**config.mk**
```make
export PLATFORM = sky130hd
export DESIGN_NAME = ispc_ctrl
export DESIGN_NICKNAME = d
export VERILOG_FILES = /design/src/design/ispc_pkg.sv /design/src/design/ispc_ctrl.sv
export SDC_FILE = /design/constraint.sdc
export NUM_CORES = 1
export LEC_CHECK = 0
export ABC_AREA = 1
export ABC_CLOCK_PERIOD_IN_PS = 1300
export BUFFER_PORTS_ARGS = -buffer_cell sky130_fd_sc_hd__buf_4
export CAP_MARGIN = 20
export CORE_AREA = 3 3 40 42
export CTS_BUF_LIST = sky130_fd_sc_hd__clkbuf_8 sky130_fd_sc_hd__clkbuf_16
export DETAILED_ROUTE_END_ITERATION = 8
export DIE_AREA = 0 0 43 45
export GPL_ROUTABILITY_DRIVEN = 0
export REMOVE_ABC_BUFFERS = 1
export SYNTH_ARGS = -nofsm -noshare
export SYNTH_HDL_FRONTEND = slang
export SYNTH_SLANG_ARGS = --single-unit
```
**constraint.sdc**
```tcl
create_clock -name clk -period 1.3 [get_ports clk]
set_clock_uncertainty 0.1 [all_clocks]
set_input_delay 0 -clock clk [delete_from_list [all_inputs] [get_ports clk]]
set_output_delay 0 -clock clk [all_outputs]
set_load 0.1 [all_outputs]
```
**src/design/ispc_pkg.sv**
```systemverilog
// ----------------------------------------------------------------------------
// ispc_pkg: shared definitions for the interpolation search probe controller
// Widths, status and operation codes, register indexes and the command and
// status bundles that pass between the controller and the datapath.
// ----------------------------------------------------------------------------
package ispc_pkg;

	// Field widths.
	localparam int IDX_W      = 32;
	localparam int TIME_W     = 32;
	localparam int SPAN_W     = 10;
	localparam int CFG_IDX_W  = 1;
	localparam int CFG_DATA_W = (TIME_W > SPAN_W) ? TIME_W : SPAN_W;

	// Reset value of the first-probe span.
	localparam logic [SPAN_W-1:0] SPAN_RESET = SPAN_W'(10);

	// Interpolation arithmetic: magnitudes of the index and time differences,
	// their product, and the quotient bits that matter before clamping.
	localparam int MAG_A_W   = IDX_W + 1;
	localparam int MAG_T_W   = TIME_W + 1;
	localparam int PROD_W    = IDX_W + TIME_W + 1;
	localparam int QUO_W     = IDX_W + 2;
	localparam int DIV_STEPS = QUO_W;
	localparam int CNT_W     = $clog2(DIV_STEPS);
	localparam int WIDE_W    = IDX_W + 4;

	typedef enum logic [1:0] {
		ST_PROBE = 2'd0,
		ST_FOUND = 2'd1,
		ST_ERROR = 2'd2
	} status_t;

	typedef enum logic {
		OP_START = 1'b0,
		OP_PROBE = 1'b1
	} op_t;

	typedef enum logic [CFG_IDX_W-1:0] {
		CFG_TARGET_TIME  = CFG_IDX_W'(0),
		CFG_INITIAL_SPAN = CFG_IDX_W'(1)
	} cfg_reg_t;

	// Outcome of the first evaluation of an accepted item.
	typedef enum logic [1:0] {
		EV_NONE   = 2'd0,
		EV_RESULT = 2'd1,
		EV_INTERP = 2'd2
	} eval_kind_t;

	typedef struct packed {
		logic capture;
		logic eval;
		logic mul;
		logic div_start;
		logic fix;
		logic round;
		logic decide;
		logic load_out;
	} dp_cmd_t;

	typedef struct packed {
		eval_kind_t eval_kind;
		logic       div_busy;
	} dp_stat_t;

endpackage

```
**src/design/ispc_ctrl.sv**
```systemverilog
// ----------------------------------------------------------------------------
// ispc_ctrl: sequencer of the interpolation search probe controller
// Accepts one item at a time, steps the datapath through evaluation,
// multiplication, division, rounding and the bound decision, and hands the
// result to the output register once it is free.
// ----------------------------------------------------------------------------
module ispc_ctrl (
	input  logic               clk,
	input  logic               arst_n,
	input  logic               in_valid,
	output logic               in_ready,
	output logic               out_valid,
	input  logic               out_ready,
	output ispc_pkg::dp_cmd_t  cmd,
	input  ispc_pkg::dp_stat_t stat
);
	import ispc_pkg::*;

	typedef enum logic [3:0] {
		S_IDLE,
		S_EVAL,
		S_MUL,
		S_DIV_START,
		S_DIV,
		S_FIX,
		S_ROUND,
		S_DECIDE,
		S_DELIVER
	} state_t;

	state_t state_q;
	logic   out_valid_q;

	assign in_ready  = state_q == S_IDLE;
	assign out_valid = out_valid_q;

	// Datapath commands follow the state; the output register loads only
	// when it is empty or its transaction completes in the same cycle.
	always_comb begin
		cmd           = '0;
		cmd.capture   = in_valid && (state_q == S_IDLE);
		cmd.eval      = state_q == S_EVAL;
		cmd.mul       = state_q == S_MUL;
		cmd.div_start = state_q == S_DIV_START;
		cmd.fix       = state_q == S_FIX;
		cmd.round     = state_q == S_ROUND;
		cmd.decide    = state_q == S_DECIDE;
		cmd.load_out  = (state_q == S_DELIVER) && (!out_valid_q || out_ready);
	end

	// State register and output valid.
	always_ff @(posedge clk or negedge arst_n) begin
		if (!arst_n) begin
			state_q     <= S_IDLE;
			out_valid_q <= 1'b0;
		end else begin
			if (cmd.load_out) begin
				out_valid_q <= 1'b1;
			end else if (out_ready) begin
				out_valid_q <= 1'b0;
			end
			unique case (state_q)
				S_IDLE: begin
					if (in_valid) begin
						state_q <= S_EVAL;
					end
				end
				S_EVAL: begin
					unique case (stat.eval_kind)
						EV_RESULT: state_q <= S_DELIVER;
						EV_INTERP: state_q <= S_MUL;
						default:   state_q <= S_IDLE;
					endcase
				end
				S_MUL: begin
					state_q <= S_DIV_START;
				end
				S_DIV_START: begin
					state_q <= S_DIV;
				end
				S_DIV: begin
					if (!stat.div_busy) begin
						state_q <= S_FIX;
					end
				end
				S_FIX: begin
					state_q <= S_ROUND;
				end
				S_ROUND: begin
					state_q <= S_DECIDE;
				end
				S_DECIDE: begin
					state_q <= S_DELIVER;
				end
				S_DELIVER: begin
					if (cmd.load_out) begin
						state_q <= S_IDLE;
					end
				end
				default: begin
					state_q <= S_IDLE;
				end
			endcase
		end
	end

	// A probe that arrives with no search running produces no transaction.
	a_no_result_when_idle: assert property (@(posedge clk) disable iff (!arst_n)
		(state_q == S_EVAL) && (stat.eval_kind == EV_NONE)
		|=> (state_q == S_IDLE) && !$rose(out_valid_q))
		else $error("idle probe produced a result");

	// A new result appears only from the delivery step.
	a_result_from_deliver: assert property (@(posedge clk) disable iff (!arst_n)
		$rose(out_valid_q) |-> $past(state_q) == S_DELIVER)
		else $error("output valid rose outside delivery");

	// No item is taken while the divider is working.
	a_busy_not_ready: assert property (@(posedge clk) disable iff (!arst_n)
		stat.div_busy |-> !in_ready)
		else $error("input ready during a division");

endmodule

```
# Word-level counts from Yosys, hierarchy flattened

Index checks and enable logic that the tools add are counted.
W data, S select, Z words.

Logic and storage cells: 29
Register bits after elaboration: 5

Equal/unequal tests: 13
Reduce and logical (&&, ||, !) cells: 7
Muxes and demuxes: 7

Operators with widths:

| kind                 | count |
|---|---|
| $pmux W4 S9          | 1 |
| $eq A4 B3 Y1 const B | 4 |
| $mux W4              | 3 |
| $eq A4 B2 Y1 const B | 2 |
| $pmux W4 S2          | 1 |
| $ne A2 B2 Y1 const B | 3 |
| $eq A4 B1 Y1 const B | 1 |
| $eq A4 B4 Y1 const B | 1 |
| $logic_not A4 Y1     | 1 |
| $reduce_and A3 Y1    | 1 |
| $eq A2 B1 Y1 const B | 1 |
| $eq A2 B2 Y1 const B | 1 |
| $logic_and A1 B1 Y1  | 2 |
| $mux W1              | 2 |
| $reduce_bool A2 Y1   | 1 |
| $logic_not A1 Y1     | 1 |
| $logic_or A1 B1 Y1   | 1 |

# Depth between registers and ports, before layout

Word-level depth: 5
Mapped depth: 5
Gate-level depth less buffers: 5

# Least setup slack after synthesis

OpenSTA, ideal clock, no wires.

Path kind: register -> output
From: register out_valid_q (netlist: out_valid)
To: output cmd[0] in the netlist's numbering
Arrival: 2228 ps
Slack: -1028 ps
Path buffers: 0
Data required time: 1200 ps
Stages on the path, launching flop included: 4
Cell sequence: dfrtp_1 > inv_1 > nor2_1 > nor2_1

RTL lines:

| item                   | line            | RTL |
|---|---|---|
| start, declared        | ispc_ctrl.sv:32 | `logic out_valid_q;` |
| start signal, assigned | ispc_ctrl.sv:55 | `out_valid_q <= 1'b0;` |
| start signal, assigned | ispc_ctrl.sv:58 | `out_valid_q <= 1'b1;` |
| start signal, assigned | ispc_ctrl.sv:60 | `out_valid_q <= 1'b0;` |
| end, declared          | ispc_ctrl.sv:14 | `output ispc_pkg::dp_cmd_t cmd,` |

==> results.json <==
{
  "cts.htree.levels": 1,
  "syn_inst": 52,
  "dp_hpwl_um": 724.7,
  "start_util_pct": 27.36,
  "cp_max_fo": 5,
  "path_class": "flip-flop to primary output",
  "numCtsBuffers": 3,
  "setup_violations": 8,
  "fp.dieW_um": 43,
  "vias": 453,
  "worstPathCellList": "nor2_4 > inv_2 > nor3_2 > buf_6",
  "async_reset_ff_share_pct": 100.0,
  "grt_start_max_net_pins": 9,
  "grt_antenna_before_repair": 0,
  "core_um2": 1285,
  "hp-class": "primary input to async pin",
  "wl_um": 1123,
  "highest_layer": "met4",
  "synth.distinct_cells": 12,
  "wl_met1_um": 424,
  "tns_ns": -0.3701,
  "dieArea_um2": 1935,
  "io_pins": 17,
  "drc": 0,
  "end_kind": "primary output",
  "timing.fmax_mhz": 718.5,
  "die_h_um": 45,
  "status": "complete, but fails checks",
  "violations": "negative setup slack",
  "antennaDiodeCount": 0,
  "area_delta_synth_final_pct": 118.1,
  "path_delay_family": "flip-flops",
  "cts-root-buf": "clkbuf_8",
  "slew_headroom_pct": 81.69,
  "wl_per_cell_um": 11.34,
  "maxCapViolations": 0,
  "arrival_ns": 1.29,
  "cpPeakStageDelay_ns": 0.41,
  "syn_area_um2": 351.6,
  "synth_top_area_share_pct": 35.59,
  "synth_edf_count": 0,
  "finalCriticalPeriod_ns": 1.392,
  "max-clock-path-buffers": 2,
  "grt_use_total_pct": 11.88,
  "finalHoldViolCount": 0,
  "io_buffer_count": 16,
  "ys_top_cells_by_area": "dfrtp_1 (36%), nand3_1 (14%), inv_1 (9.6%)",
  "yosysWarnings": 0,
  "dr_wl_met3_um": 60,
  "setup_ws_ns": -0.09178,
  "slew_violations": 0,
  "dr.pass1.iters": 4,
  "avgViaCountPerCell": 4.576,
  "critPathRequiredTime_ns": 1.20,
  "worstMarginPinSlew_ns": 0.2769,
  "path_buf_inv": 2,
  "dr_wl_met2_um": 610,
  "yosys.area.top_type": "dfrtp_1",
  "rsz0062_at_grt": "yes",
  "worstSetupStartpointType": "flip-flop",
  "grt_pass1_vias": 418,
  "synth_seq_cells": 5,
  "final_nets": 92,
  "r2r_setup_slack_ns": 0.05,
  "gr-total-overflow": 0,
  "yosysMostFrequentCell": "nand3_1",
  "layout-drive-gt1-share_pct": 54.76,
  "clkTransAtPathRegs_ns": 0.04,
  "fin_crit_sh_pct": 107.1,
  "drt_iter0_markers": 10,
  "ant_nets": 0,
  "synth_common_cells": "nand3_1 (10), inv_1 (9), nor2_1 (9)",
  "ys_seq_area_share_pct": 35.59,
  "synth-main-ff-cell": "dfrtp_1",
  "worst_path_max_delay_cell": "dfrtp_1",
  "clock_insertion_delay_worst_skew_ns": 0.22,
  "std_cell_rows": 13,
  "grt_pass1_wl_um": 1683,
  "syn_avg_cell_area_um2": 6.761,
  "cts_tree": "yes",
  "clock-sinks": 5,
  "final_core_util_pct": 59.69
}
[cells by family after synthesis]
| logic type | count (synthesis) | share of synthesized area, % |
|---|---|---|
| flops | 5 | 35.59 |
| simple gates | 31 | 43.06 |
| compound gates | 3 | 5.339 |
| buf+inv | 13 | 16.01 |
[what timing repair did]
item	in CTS	in global routing
pin swaps	2	4
buffers inserted	1	4
gates resized for setup	24	14
hold buffers	5	0
endpoints found under the setup margin	9	9
hold endpoints to repair	8	0
[per-layer routing]
metal | GRT usage, % | vias to the layer above
met1 | 15.16 | 204
li1 | - | 227
met2 | 19.46 | 18
met3 | 4.781 | 4
met5 | 0 | -
met4 | 1.807 | 0
[layout make-up]
class,count,area [um^2]
clock buffers,3,41.29
clock inverters,1,3.754
fillers,109,518.0
inverters,12,45.04
multi-input cells,34,210.2
flip-flops and latches,5,127.6
well taps,15,18.77
repair buffers,29,320.3
[stage by stage]
stage | instance area [um^2] | setup WS [ns] | hold WS [ns] | cells
after detailed placement | 501.7 | 0.08797 | -0.2933 | 85
after global placement | 501.7 | 0.1044 | -0.2953 | 85
final | 767.0 | -0.09178 | 0.01974 | 99
after floorplan | 340.3 | -1.028 | -0.3956 | 51
after CTS | 689.4 | -0.06721 | 0.02030 | 95
after global routing | 767.0 | -0.1476 | 0.03468 | 99
[layout by cell type (no fill, tap or decap)]
cell type / n
dfrtp_2: 2
nor2_1: 5
clkbuf_8: 3
buf_12: 6
inv_2: 6
o2bb2ai_1: 1
nor2_2: 2
inv_1: 7
nand2_2: 2
nand3_1: 10
dfrtp_1: 3
nand2_1: 4
dlygate4sd3_1: 5
buf_6: 4
nand4_1: 1
o21ai_1: 2
nor3_2: 2
nor2_4: 5
buf_4: 14
[worst paths after layout]
check,startpoint,to,depth (start not counted)
min in group clk,in_valid,state_q[0],5
max reg2reg,state_q[2],state_q[0],6
max in group asynchronous,arst_n,state_q[0],2
max,state_q[2],cmd[6],4
min reg2reg,out_valid,out_valid,2
min,arst_n,state_q[1],2
[registers in the layout (all words and copies together) (netlist names)]
name	flops
state_q	4
out_valid	1
Power is left out: the tool's default activity adds up to more than one toggle a clock period on the data nets, which glitch-free logic cannot reach.
